### src/design/i2cbm_pkg.sv
`timescale 1ns / 1ps
`default_nettype none
// ----------------------------------------------------------------------------
// I2C byte master package
// Command codes, register indexes, phase encoding and shared types.
// ----------------------------------------------------------------------------
package i2cbm_pkg;

    localparam int unsigned CFG_INDEX_W = 2;
    localparam int unsigned CFG_DATA_W  = 8;

    localparam logic [2:0] CMD_NONE  = 3'd0;
    localparam logic [2:0] CMD_START = 3'd1;
    localparam logic [2:0] CMD_STOP  = 3'd2;
    localparam logic [2:0] CMD_WRITE = 3'd3;
    localparam logic [2:0] CMD_READ  = 3'd4;

    localparam logic [CFG_INDEX_W-1:0] REG_BIT_HOLD   = 2'd0;
    localparam logic [CFG_INDEX_W-1:0] REG_COND_HOLD  = 2'd1;
    localparam logic [CFG_INDEX_W-1:0] REG_POLL_LIMIT = 2'd2;

    localparam logic [7:0] BIT_HOLD_RESET   = 8'd2;
    localparam logic [7:0] COND_HOLD_RESET  = 8'd5;
    localparam logic [7:0] POLL_LIMIT_RESET = 8'd50;

    localparam logic [2:0] LAST_BIT = 3'd7;

    typedef enum logic [3:0] {
        PH_IDLE, PH_S1, PH_S2, PH_S3, PH_P1, PH_P2, PH_P3,
        PH_WL, PH_WH, PH_AL, PH_AW, PH_AK,
        PH_RL, PH_RH, PH_KL, PH_KH
    } phase_t;

    typedef struct packed {
        logic [7:0] bit_hold;
        logic [7:0] cond_hold;
        logic [7:0] poll_limit;
    } cfg_t;

    typedef struct packed {
        logic [2:0] command;
        logic [7:0] write_byte;
        logic       last_read;
        logic       sda_level;
    } tick_t;

    typedef struct packed {
        logic       scl_release;
        logic       sda_release;
        logic       busy_res;
        logic       done_res;
        logic [7:0] read_byte;
        logic       ack_error;
    } result_t;

    // A hold count of zero acts as one tick.
    function automatic logic [7:0] hold_of(input logic [7:0] r);
        hold_of = (r == 8'd0) ? 8'd1 : r;
    endfunction

endpackage
`default_nettype wire

### src/design/i2cbm_in_if.sv
`timescale 1ns / 1ps
`default_nettype none
// ----------------------------------------------------------------------------
// I2C byte master tick channel
// Valid/ready channel carrying one bus tick: command, data and sampled SDA.
// ----------------------------------------------------------------------------
interface i2cbm_in_if;
    logic       valid;
    logic       ready;
    logic [2:0] command;
    logic [7:0] write_byte;
    logic       last_read;
    logic       sda_level;

    modport source (output valid, output command, output write_byte,
                    output last_read, output sda_level, input ready);
    modport sink   (input valid, input command, input write_byte,
                    input last_read, input sda_level, output ready);
endinterface
`default_nettype wire

### src/design/i2cbm_out_if.sv
`timescale 1ns / 1ps
`default_nettype none
// ----------------------------------------------------------------------------
// I2C byte master result channel
// Valid/ready channel carrying line levels and status for one tick.
// ----------------------------------------------------------------------------
interface i2cbm_out_if;
    logic       valid;
    logic       ready;
    logic       scl_release;
    logic       sda_release;
    logic       busy_res;
    logic       done_res;
    logic [7:0] read_byte;
    logic       ack_error;

    modport source (output valid, output scl_release, output sda_release,
                    output busy_res, output done_res, output read_byte,
                    output ack_error, input ready);
    modport sink   (input valid, input scl_release, input sda_release,
                    input busy_res, input done_res, input read_byte,
                    input ack_error, output ready);
endinterface
`default_nettype wire

### src/design/i2cbm_cfg.sv
`timescale 1ns / 1ps
`default_nettype none
// ----------------------------------------------------------------------------
// I2C byte master configuration registers
// Hold counts and ack poll limit, written through a plain write port.
// ----------------------------------------------------------------------------
module i2cbm_cfg
(
    input  wire                                 clk,
    input  wire                                 rst_n,
    input  wire                                 wr_en,
    input  wire [i2cbm_pkg::CFG_INDEX_W-1:0]    wr_index,
    input  wire [i2cbm_pkg::CFG_DATA_W-1:0]     wr_data,
    output i2cbm_pkg::cfg_t                     cfg
);

    i2cbm_pkg::cfg_t cfg_reg;

    always_ff @(posedge clk or negedge rst_n)
    begin
        if (!rst_n)
        begin
            cfg_reg.bit_hold   <= i2cbm_pkg::BIT_HOLD_RESET;
            cfg_reg.cond_hold  <= i2cbm_pkg::COND_HOLD_RESET;
            cfg_reg.poll_limit <= i2cbm_pkg::POLL_LIMIT_RESET;
        end
        else if (wr_en)
        begin
            case (wr_index)
                i2cbm_pkg::REG_BIT_HOLD:   cfg_reg.bit_hold   <= wr_data;
                i2cbm_pkg::REG_COND_HOLD:  cfg_reg.cond_hold  <= wr_data;
                i2cbm_pkg::REG_POLL_LIMIT: cfg_reg.poll_limit <= wr_data;
                default: ;
            endcase
        end
    end

    assign cfg = cfg_reg;

endmodule
`default_nettype wire

### src/design/i2cbm_core.sv
`timescale 1ns / 1ps
`default_nettype none
// ----------------------------------------------------------------------------
// I2C byte master sequencer
// Phase state machine advanced once per tick; produces that tick's result.
// ----------------------------------------------------------------------------
module i2cbm_core
(
    input  wire                 clk,
    input  wire                 rst_n,
    input  wire                 step,
    input  i2cbm_pkg::tick_t    tick,
    input  i2cbm_pkg::cfg_t     cfg,
    output i2cbm_pkg::result_t  result
);

    i2cbm_pkg::phase_t phase_reg, phase_next;
    logic [7:0] hold_count_reg, hold_count_next;
    logic [2:0] bit_index_reg, bit_index_next;
    logic [7:0] shift_data_reg, shift_data_next;
    logic [7:0] poll_count_reg, poll_count_next;
    logic       nack_pending_reg, nack_pending_next;
    logic       error_flag_reg, error_flag_next;
    logic [7:0] read_hold_reg, read_hold_next;
    logic       idle_scl_reg, idle_scl_next;
    logic       idle_sda_reg, idle_sda_next;

    logic [8:0] hold_sum;
    logic       bit_over;
    logic       cond_over;
    logic       done;
    logic       scl;
    logic       sda;

    always_ff @(posedge clk or negedge rst_n)
    begin
        if (!rst_n)
        begin
            phase_reg        <= i2cbm_pkg::PH_IDLE;
            hold_count_reg   <= '0;
            bit_index_reg    <= '0;
            shift_data_reg   <= '0;
            poll_count_reg   <= '0;
            nack_pending_reg <= 1'b0;
            error_flag_reg   <= 1'b0;
            read_hold_reg    <= '0;
            idle_scl_reg     <= 1'b1;
            idle_sda_reg     <= 1'b1;
        end
        else if (step)
        begin
            phase_reg        <= phase_next;
            hold_count_reg   <= hold_count_next;
            bit_index_reg    <= bit_index_next;
            shift_data_reg   <= shift_data_next;
            poll_count_reg   <= poll_count_next;
            nack_pending_reg <= nack_pending_next;
            error_flag_reg   <= error_flag_next;
            read_hold_reg    <= read_hold_next;
            idle_scl_reg     <= idle_scl_next;
            idle_sda_reg     <= idle_sda_next;
        end
    end

    assign hold_sum  = {1'b0, hold_count_reg} + 9'd1;
    assign bit_over  = hold_sum >= {1'b0, i2cbm_pkg::hold_of(cfg.bit_hold)};
    assign cond_over = hold_sum >= {1'b0, i2cbm_pkg::hold_of(cfg.cond_hold)};

    always_comb
    begin
        phase_next        = phase_reg;
        hold_count_next   = hold_count_reg;
        bit_index_next    = bit_index_reg;
        shift_data_next   = shift_data_reg;
        poll_count_next   = poll_count_reg;
        nack_pending_next = nack_pending_reg;
        error_flag_next   = error_flag_reg;
        read_hold_next    = read_hold_reg;
        idle_scl_next     = idle_scl_reg;
        idle_sda_next     = idle_sda_reg;
        done              = 1'b0;
        scl               = 1'b1;
        sda               = 1'b1;

        case (phase_reg)
            i2cbm_pkg::PH_IDLE:
            begin
                hold_count_next = '0;
                case (tick.command)
                    i2cbm_pkg::CMD_START: phase_next = i2cbm_pkg::PH_S1;
                    i2cbm_pkg::CMD_STOP:  phase_next = i2cbm_pkg::PH_P1;
                    i2cbm_pkg::CMD_WRITE:
                    begin
                        shift_data_next = tick.write_byte;
                        bit_index_next  = '0;
                        error_flag_next = 1'b0;
                        phase_next      = i2cbm_pkg::PH_WL;
                    end
                    i2cbm_pkg::CMD_READ:
                    begin
                        shift_data_next   = '0;
                        bit_index_next    = '0;
                        nack_pending_next = tick.last_read;
                        phase_next        = i2cbm_pkg::PH_RL;
                    end
                    default: ;
                endcase
            end
            i2cbm_pkg::PH_S1, i2cbm_pkg::PH_S2, i2cbm_pkg::PH_S3,
            i2cbm_pkg::PH_P1, i2cbm_pkg::PH_P2, i2cbm_pkg::PH_P3:
            begin
                if (cond_over)
                begin
                    hold_count_next = '0;
                    case (phase_reg)
                        i2cbm_pkg::PH_S1: phase_next = i2cbm_pkg::PH_S2;
                        i2cbm_pkg::PH_S2: phase_next = i2cbm_pkg::PH_S3;
                        i2cbm_pkg::PH_P1: phase_next = i2cbm_pkg::PH_P2;
                        i2cbm_pkg::PH_P2: phase_next = i2cbm_pkg::PH_P3;
                        i2cbm_pkg::PH_S3:
                        begin
                            phase_next    = i2cbm_pkg::PH_IDLE;
                            idle_scl_next = 1'b0;
                            idle_sda_next = 1'b0;
                            done          = 1'b1;
                        end
                        default:
                        begin
                            phase_next    = i2cbm_pkg::PH_IDLE;
                            idle_scl_next = 1'b1;
                            idle_sda_next = 1'b1;
                            done          = 1'b1;
                        end
                    endcase
                end
                else
                begin
                    hold_count_next = hold_sum[7:0];
                end
            end
            i2cbm_pkg::PH_AW:
            begin
                if (!tick.sda_level)
                begin
                    phase_next      = i2cbm_pkg::PH_AK;
                    hold_count_next = '0;
                end
                else if (poll_count_reg >= cfg.poll_limit)
                begin
                    // no ack in time: flag it and release the bus with a stop
                    error_flag_next = 1'b1;
                    phase_next      = i2cbm_pkg::PH_P1;
                    hold_count_next = '0;
                end
                else
                begin
                    poll_count_next = poll_count_reg + 8'd1;
                end
            end
            default:
            begin
                // data and ack bit phases run on the bit hold count
                if (bit_over)
                begin
                    hold_count_next = '0;
                    case (phase_reg)
                        i2cbm_pkg::PH_WL: phase_next = i2cbm_pkg::PH_WH;
                        i2cbm_pkg::PH_WH:
                        begin
                            if (bit_index_reg == i2cbm_pkg::LAST_BIT)
                            begin
                                phase_next = i2cbm_pkg::PH_AL;
                            end
                            else
                            begin
                                bit_index_next  = bit_index_reg + 3'd1;
                                shift_data_next = {shift_data_reg[6:0], 1'b0};
                                phase_next      = i2cbm_pkg::PH_WL;
                            end
                        end
                        i2cbm_pkg::PH_AL:
                        begin
                            poll_count_next = '0;
                            phase_next      = i2cbm_pkg::PH_AW;
                        end
                        i2cbm_pkg::PH_RL: phase_next = i2cbm_pkg::PH_RH;
                        i2cbm_pkg::PH_RH:
                        begin
                            shift_data_next = {shift_data_reg[6:0], tick.sda_level};
                            if (bit_index_reg == i2cbm_pkg::LAST_BIT)
                            begin
                                read_hold_next = {shift_data_reg[6:0], tick.sda_level};
                                phase_next     = i2cbm_pkg::PH_KL;
                            end
                            else
                            begin
                                bit_index_next = bit_index_reg + 3'd1;
                                phase_next     = i2cbm_pkg::PH_RL;
                            end
                        end
                        i2cbm_pkg::PH_KL: phase_next = i2cbm_pkg::PH_KH;
                        default:
                        begin
                            // ack received or ack/nack sent: SCL low, SDA released
                            phase_next    = i2cbm_pkg::PH_IDLE;
                            idle_scl_next = 1'b0;
                            idle_sda_next = 1'b1;
                            done          = 1'b1;
                        end
                    endcase
                end
                else
                begin
                    hold_count_next = hold_sum[7:0];
                end
            end
        endcase

        // line levels follow the phase after this tick's update
        case (phase_next)
            i2cbm_pkg::PH_IDLE: begin scl = idle_scl_next; sda = idle_sda_next; end
            i2cbm_pkg::PH_S1:   begin scl = idle_scl_next; sda = 1'b1; end
            i2cbm_pkg::PH_S2:   begin scl = 1'b1; sda = 1'b1; end
            i2cbm_pkg::PH_S3:   begin scl = 1'b1; sda = 1'b0; end
            i2cbm_pkg::PH_P1:   begin scl = 1'b0; sda = 1'b0; end
            i2cbm_pkg::PH_P2:   begin scl = 1'b1; sda = 1'b0; end
            i2cbm_pkg::PH_P3:   begin scl = 1'b1; sda = 1'b1; end
            i2cbm_pkg::PH_WL:   begin scl = 1'b0; sda = shift_data_next[7]; end
            i2cbm_pkg::PH_WH:   begin scl = 1'b1; sda = shift_data_next[7]; end
            i2cbm_pkg::PH_AL:   begin scl = 1'b0; sda = 1'b1; end
            i2cbm_pkg::PH_RL:   begin scl = 1'b0; sda = 1'b1; end
            i2cbm_pkg::PH_KL:   begin scl = 1'b0; sda = nack_pending_next; end
            i2cbm_pkg::PH_KH:   begin scl = 1'b1; sda = nack_pending_next; end
            default:            begin scl = 1'b1; sda = 1'b1; end
        endcase
    end

    assign result.scl_release = scl;
    assign result.sda_release = sda;
    assign result.busy_res    = (phase_next != i2cbm_pkg::PH_IDLE);
    assign result.done_res    = done;
    assign result.read_byte   = read_hold_next;
    assign result.ack_error   = error_flag_next;

endmodule
`default_nettype wire

### src/design/i2c_byte_master_with_ack_timeout.sv
`timescale 1ns / 1ps
`default_nettype none
// ----------------------------------------------------------------------------
// I2C byte master with ack timeout
// Open-drain I2C sequencer: start, stop, write byte with ack poll, read byte.
// Results: a tick's result is valid once the tick has passed the tick
//   register and then the result register.
// Throughput: one tick per cycle unless the result side stalls; the phase
//   machine advances whenever the held tick moves into the result register.
// Reset: idle, both lines released, registers at 2 / 5 / 50, no valid items.
// ----------------------------------------------------------------------------
module i2c_byte_master_with_ack_timeout
(
    input  wire                                 clk,
    input  wire                                 rst_n,
    i2cbm_in_if.sink                            req,
    i2cbm_out_if.source                         rsp,
    input  wire                                 wr_en,
    input  wire [i2cbm_pkg::CFG_INDEX_W-1:0]    wr_index,
    input  wire [i2cbm_pkg::CFG_DATA_W-1:0]     wr_data
);

    i2cbm_pkg::cfg_t    cfg;
    i2cbm_pkg::tick_t   tick_reg;
    i2cbm_pkg::result_t result;
    i2cbm_pkg::result_t result_reg;
    logic               tick_valid_reg;
    logic               rsp_valid_reg;
    logic               advance;

    // move the held tick into the result register when that has room
    assign advance   = tick_valid_reg && (!rsp_valid_reg || rsp.ready);
    assign req.ready = !tick_valid_reg || advance;

    i2cbm_cfg u_cfg
    (
        .clk      (clk),
        .rst_n    (rst_n),
        .wr_en    (wr_en),
        .wr_index (wr_index),
        .wr_data  (wr_data),
        .cfg      (cfg)
    );

    i2cbm_core u_core
    (
        .clk    (clk),
        .rst_n  (rst_n),
        .step   (advance),
        .tick   (tick_reg),
        .cfg    (cfg),
        .result (result)
    );

    always_ff @(posedge clk or negedge rst_n)
    begin
        if (!rst_n)
        begin
            tick_valid_reg <= 1'b0;
            rsp_valid_reg  <= 1'b0;
        end
        else
        begin
            if (req.ready)
            begin
                tick_valid_reg <= req.valid;
            end
            if (advance)
            begin
                rsp_valid_reg <= 1'b1;
            end
            else if (rsp.ready)
            begin
                rsp_valid_reg <= 1'b0;
            end
        end
    end

    always_ff @(posedge clk)
    begin
        if (req.valid && req.ready)
        begin
            tick_reg.command    <= req.command;
            tick_reg.write_byte <= req.write_byte;
            tick_reg.last_read  <= req.last_read;
            tick_reg.sda_level  <= req.sda_level;
        end
        if (advance)
        begin
            result_reg <= result;
        end
    end

    assign rsp.valid       = rsp_valid_reg;
    assign rsp.scl_release = result_reg.scl_release;
    assign rsp.sda_release = result_reg.sda_release;
    assign rsp.busy_res    = result_reg.busy_res;
    assign rsp.done_res    = result_reg.done_res;
    assign rsp.read_byte   = result_reg.read_byte;
    assign rsp.ack_error   = result_reg.ack_error;

endmodule
`default_nettype wire
### src/flat_wrapper.sv
// flat-port wrapper written by rule: the top's interface ports become plain ports
module i2c_byte_master_with_ack_timeout_flat 
  (clk, rst_n, wr_en, wr_index, wr_data, req_valid, req_command, req_write_byte, req_last_read, req_sda_level, req_ready, rsp_valid, rsp_scl_release, rsp_sda_release, rsp_busy_res, rsp_done_res, rsp_read_byte, rsp_ack_error, rsp_ready);
  i2cbm_in_if req_i ();
  i2cbm_out_if rsp_i ();
  input  wire clk;
  input  wire rst_n;
  input  wire wr_en;
  input  wire [i2cbm_pkg::CFG_INDEX_W-1:0] wr_index;
  input  wire [i2cbm_pkg::CFG_DATA_W-1:0] wr_data;
  input wire logic [$bits(req_i.valid)-1:0] req_valid;
  input wire logic [$bits(req_i.command)-1:0] req_command;
  input wire logic [$bits(req_i.write_byte)-1:0] req_write_byte;
  input wire logic [$bits(req_i.last_read)-1:0] req_last_read;
  input wire logic [$bits(req_i.sda_level)-1:0] req_sda_level;
  output wire logic [$bits(req_i.ready)-1:0] req_ready;
  output wire logic [$bits(rsp_i.valid)-1:0] rsp_valid;
  output wire logic [$bits(rsp_i.scl_release)-1:0] rsp_scl_release;
  output wire logic [$bits(rsp_i.sda_release)-1:0] rsp_sda_release;
  output wire logic [$bits(rsp_i.busy_res)-1:0] rsp_busy_res;
  output wire logic [$bits(rsp_i.done_res)-1:0] rsp_done_res;
  output wire logic [$bits(rsp_i.read_byte)-1:0] rsp_read_byte;
  output wire logic [$bits(rsp_i.ack_error)-1:0] rsp_ack_error;
  input wire logic [$bits(rsp_i.ready)-1:0] rsp_ready;
  assign req_i.valid = req_valid;
  assign req_i.command = req_command;
  assign req_i.write_byte = req_write_byte;
  assign req_i.last_read = req_last_read;
  assign req_i.sda_level = req_sda_level;
  assign req_ready = req_i.ready;
  assign rsp_valid = rsp_i.valid;
  assign rsp_scl_release = rsp_i.scl_release;
  assign rsp_sda_release = rsp_i.sda_release;
  assign rsp_busy_res = rsp_i.busy_res;
  assign rsp_done_res = rsp_i.done_res;
  assign rsp_read_byte = rsp_i.read_byte;
  assign rsp_ack_error = rsp_i.ack_error;
  assign rsp_i.ready = rsp_ready;
  i2c_byte_master_with_ack_timeout u_core (.clk(clk), .rst_n(rst_n), .req(req_i), .rsp(rsp_i), .wr_en(wr_en), .wr_index(wr_index), .wr_data(wr_data));
endmodule
### config.mk
export PLATFORM = sky130hd
export DESIGN_NAME = i2c_byte_master_with_ack_timeout_flat
export DESIGN_NICKNAME = d
export VERILOG_FILES = /design/src/design/i2cbm_pkg.sv /design/src/design/i2cbm_in_if.sv /design/src/design/i2cbm_out_if.sv /design/src/design/i2cbm_cfg.sv /design/src/design/i2cbm_core.sv /design/src/design/i2c_byte_master_with_ack_timeout.sv /design/src/flat_wrapper.sv
export SDC_FILE = /design/constraint.sdc
export NUM_CORES = 1
export LEC_CHECK = 0
export BUFFER_PORTS_ARGS = -buffer_cell sky130_fd_sc_hd__buf_2
export CORE_MARGIN = 2
export CORE_UTILIZATION = 57
export DETAILED_ROUTE_END_ITERATION = 8
export HOLD_SLACK_MARGIN = 0.1
export PLACE_DENSITY = 0.76
export SYNTH_ARGS = -nofsm -noshare
export SYNTH_HDL_FRONTEND = slang
export SYNTH_SLANG_ARGS = --single-unit
### constraint.sdc
create_clock -name clk -period 4.1 [get_ports clk]
set_input_delay 0.615 -clock clk [delete_from_list [all_inputs] [get_ports clk]]
set_output_delay 0.615 -clock clk [all_outputs]
set_load 0.01 [all_outputs]
# [Yosys cells after proc, flatten, opt, wreduce, memory -nomap -nowiden]
# Index checks and enable logic that the tools add are counted.
[op_classes] muxes=61 n_lt_le_gt_ge=3 reduce_logical=39 n_addsub=3 n_eq_ne=37 n_bitwise=2
[ops] cell="$mux W8" count=16
[ops] cell="$pmux W8 S2" count=4
[ops] cell="$eq A4 B4 Y1 const B" count=11
[ops] cell="$eq A4 B3 Y1 const B" count=7
[ops] cell="$pmux W4 S6" count=1
[ops] cell="$pmux W8 S3" count=1
[ops] cell="$mux W4" count=5
[ops] cell="$ge A9 B8 Y1" count=2
[ops] cell="$reduce_and A6 Y1" count=3
[ops] cell="$mux W1" count=17
[ops] cell="$logic_not A8 Y1" count=2
[ops] cell="$pmux W4 S4" count=1
[ops] cell="$pmux W1 S2" count=7
[ops] cell="$reduce_or A7 Y1" count=2
[ops] cell="$eq A4 B2 Y1 const B" count=3
[ops] cell="$mux W3" count=4
[ops] cell="$pmux W3 S4" count=1
[ops] cell="$pmux W4 S3" count=1
[ops] cell="$reduce_or A2 Y1" count=6
[ops] cell="$reduce_or A6 Y1" count=2
[ops] cell="$reduce_bool A2 Y1" count=5
[ops] cell="$add A8 B1 Y9 const B" count=1
[ops] cell="$add A8 B1 Y8 const B" count=1
[ops] cell="$eq A4 B1 Y1 const B" count=2
[ops] cell="27 further kinds" count=40
[totals] input_bits=28 regBits=95

# [Depth between registers and ports, before layout]
[depth] word_depth=8 mapped_depth=16

# [Hierarchy]
# Synthesis repeated with hierarchy kept, for this count alone.
[unflattened] hier_cells=499 area_unflattened_um2=5343.9
[by_module_without_submodules] module="i2cbm_core" cells_per_inst=414 area_per_inst_um2=3539.6 n_inst=1 seq_area_each_um2=1078.5
[by_module_without_submodules] module="i2cbm_cfg" cells_per_inst=51 area_per_inst_um2=919.6 n_inst=1 seq_area_each_um2=608.1
[by_module_without_submodules] module="i2c_byte_master_with_ack_timeout" cells_per_inst=34 area_per_inst_um2=884.6 n_inst=1 seq_area_each_um2=830.8

# [Worst setup path after synthesis]
# Ideal clock, no wire load.
[synth_path] kind="register to register" start="register u_core.u_core.hold_count_reg[0]" end="register u_core.result_reg, in the netlist u_core.rsp.scl_release, data pin" required_time_ns=3.828 setup_slack_ns=0.429 path_stages_with_launch=15 arrival_ns=3.399 period_less_slack_ns=3.671 setup_ns=0.272 n_path_buf=0 path_cell_list="dfrtp_1 > ha_1 > nand2_2 > nor2_1 > xor2_1 > ha_1 > and3_2 > o21ai_4 > o31ai_2 > or2_4 > mux2_4 > a211o_4 > o211ai_2 > o41ai_1 > or4_1"
[synth_rtl] item="start, declared" line_no="i2cbm_core.sv:18" text="logic [7:0] hold_count_reg, hold_count_next;"
[synth_rtl] item="start signal, assigned" line_no="i2cbm_core.sv:53" text="hold_count_reg <= hold_count_next;"
[synth_rtl] item="end signal, assigned" line_no="i2c_byte_master_with_ack_timeout.sv:90" text="result_reg <= result;"
[synth_rtl] item="end, declared" line_no="i2c_byte_master_with_ack_timeout.sv:26" text="i2cbm_pkg::result_t result_reg;"

==> reports/results.ini <==
[timing]
slew_violations = 0
setup_viol_count_final = 0
post-route-min-period_ns = 3.91
hold_violations = 0
maxSlewHeadroom = 0.494
finalCritPeriodShare = 0.953
fmax_ghz = 0.256
final.setup_skew_ns = 0.0122
worst_pin_slew_ns = 0.759

[logic_synthesis]
syn-cell-area_um2 = 5430
synth_edf_count = 26
syn_inst = 519
yosysWarnings = 0
async_flop_share = 0.726
syn_nets = 575
ys_ff_latch = 95
ys_types = 77
synth_seq_area_share = 0.464
synthFlopType = dfrtp_1
syn_avg_cell_area_um2 = 10.5

[critical_path]
worstSetupStartpointType = flip-flop
endpoint_kind = flip-flop
worst-path-stages = 13
max_stage_delay_ns = 0.53
cp_top_family = simple AND/OR/NAND/NOR gates
crit_type = reg -> reg
crit_slowest_cell = or4_1
cp_max_fo = 7
cp.buffers_inverters = 0
cp.required_ns = 4.22
cp_cell_sequence = nand3_4 -> nor2_1 -> nand3_1 -> xnor2_2 -> ha_1 -> nand4_1 -> o31ai_2 -> or2_4 -> mux2_4 -> a211o_4 -> o211ai_2 -> o41ai_1 -> or4_1
worstRegToRegCells = 13
cp_data_arrival_time_ns = 4.02

[route]
drt_iter0_markers = 281
vias_per_cell = 5.91
wl_per_cell_um = 16.8
drt-pass1-iter-count = 5
vias = 4122
ant_nets = 0
wl_mm = 11.7
drc = 0

[placement]
place_hpwl_mm = 8.66
place.gp.congestion = 1.01
portBuffers = 42

[power]
netSwitchingFraction = 0.408
powerDensity_nw_per_um2 = 567
finalPower_mw = 3.38
p_sw_mw = 1.38
ir_drop_mv = 0.291
power.share.clock = 0.175
internal_power_mw = 2.00
p_comb_frac = 0.423
leakage_nw = 2.62
seqPwrFrac = 0.403

[global_route]
grtUsageTotal = 0.249
antenna_found_initial = 0
grt_pass1_wl_mm = 20.2
grt_max_degree = 37
grt_pass1_vias = 4129
grt_overflow = 0

[layout]
drive_gt1_frac = 0.250
most-common-layout-cells = dfrtp_1 (59), nand2_1 (53), o21ai_0 (43)
nNetsFinal = 620
fillCellCount = 750
final_util = 0.645
n_antenna_cell = 0
largest_register_ffs = 24
area_growth_pct = 9.84
layout_commonest_cell = dfrtp_1

[status]
status = finished, final reports clean

[floorplan]
io_pins = 43
coreArea_um2 = 9240
die_h_um = 102
die_w_um = 102
fp.dieArea_um2 = 10300
core.rowCount = 35
start_util = 0.588

[flow_run]
max_cap_violations = 0

[cts]
clock_insertion_delay_worst_skew_ns = 0.37
tritoncts_num_sinks = 95
cts-htree-levels = 3
cts_root_buf = clkbuf_8
cts_made_buffers = 9
cts_tree = done
clk_pin_slew_worst_paths_ns = 0.10
cts_hold_buf = 0
clock_path_buffers = 2

[hold_path]
hold_path_class = in -> async

## repair_timing
item                       in CTS  in global routing
setup endpoints to repair       0                  3
setup buffers                   0                  4
gates resized for setup         0                  8
## synthesized netlist by cell type (5+ instances only)
library cell  count  share of area
a21o_1            5         0.0069
dfstp_2           8          0.039
nand2b_1         13          0.015
nand3_1           9         0.0083
inv_1            31          0.021
o21ai_0          43          0.040
clkbuf_8          6          0.015
a21oi_1          25          0.023
edfxtp_1         26           0.14
xnor2_1           6         0.0097
dfrtp_1          61           0.28
a22oi_1           9          0.012
xor2_1            7          0.011
nand2_1          53          0.037
nor2_1           43          0.030
mux2_2           36          0.075
ha_1             28          0.065
nor3_1           10         0.0092
clkbuf_1          7         0.0048
## worst paths after layout
| check | startpoint | endpoint | slack [ns] |
|---|---|---|---|
| hold / removal | rst_n | u_core.u_core.poll_count_reg[7] | 0.32 |
| setup reg to reg | u_core.u_core.hold_count_reg[3] | u_core.rsp.scl_release | 0.19 |
| hold reg to reg | u_core.u_core.bit_index_reg[0] | u_core.u_core.bit_index_reg[0] | 0.48 |
| max in group asynchronous | rst_n | u_core.u_core.idle_scl_reg | 2.82 |
| min in group clk | req_write_byte[2] | u_core.tick_reg[4] | 0.42 |
| setup / recovery | u_core.u_core.hold_count_reg[3] | u_core.rsp.scl_release | 0.19 |
## power groups by stage
stage / registers [mW] / clock network, mW / logic (mW)
global route: 1.39 / 0.637 / 1.59
global placement: 1.36 / 0 / 1.30
floorplan: 1.29 / 0 / 1.13
detailed placement: 1.37 / 0 / 1.34
CTS: 1.35 / 0.599 / 1.35
finish: 1.36 / 0.590 / 1.43
## kinds of logic after synthesis
| logic type | after synthesis | share of synthesized area |
|---|---|---|
| fa+ha+maj | 28 | 0.0645 |
| compound gates | 130 | 0.170 |
| flops | 95 | 0.464 |
| buf+inv | 51 | 0.0488 |
| mux | 39 | 0.0811 |
| xor+xnor | 13 | 0.0210 |
| simple gates | 163 | 0.151 |
## worst register-to-register path, cell delays in order (launching register included)
cell and delay [ns]:
dfrtp_1 0.46, nand3_4 0.14, nor2_1 0.23, nand3_1 0.16, xnor2_2 0.19, ha_1 0.35
nand4_1 0.13, o31ai_2 0.40, or2_4 0.22, mux2_4 0.31, a211o_4 0.37, o211ai_2 0.08
o41ai_1 0.09, or4_1 0.53
## layout make-up
| class | count | area, µm² | area share |
|---|---|---|---|
| Clock buffer | 9 | 124 | 0.0208 |
| Clock inverter | 7 | 67.6 | 0.0113 |
| Inverter | 32 | 120 | 0.0201 |
| Multi-Input combinational cell | 373 | 2680 | 0.449 |
| Sequential cell | 95 | 2520 | 0.422 |
| Tap cell | 129 | 161 | 0.0271 |
| Timing Repair Buffer | 53 | 293 | 0.0491 |
## routing by layer
metal,wire length (µm),GRT usage,vias to the layer above
li1,-,-,1968
met1,5310,0.357,2014
met2,5640,0.388,122
met3,588,0.0449,18
met4,196,0.0738,0
met5,0,0,-
## per-stage QoR
step / hold slack [ns] / instances / setup WS, ns / setup TNS [ns] / instance area, µm²
after floorplan: 0.319 / 519 / 0.429 / 0 / 5430
after global placement: 0.469 / 678 / 0.287 / 0 / 5710
after detailed placement: 0.471 / 678 / 0.152 / 0 / 5710
after CTS: 0.335 / 694 / 0.134 / 0 / 5900
after global routing: 0.396 / 698 / -0.00763 / -0.00763 / 5960
final: 0.316 / 698 / 0.194 / 0 / 5960
No activity file was read; power rests on OpenSTA's default activity.
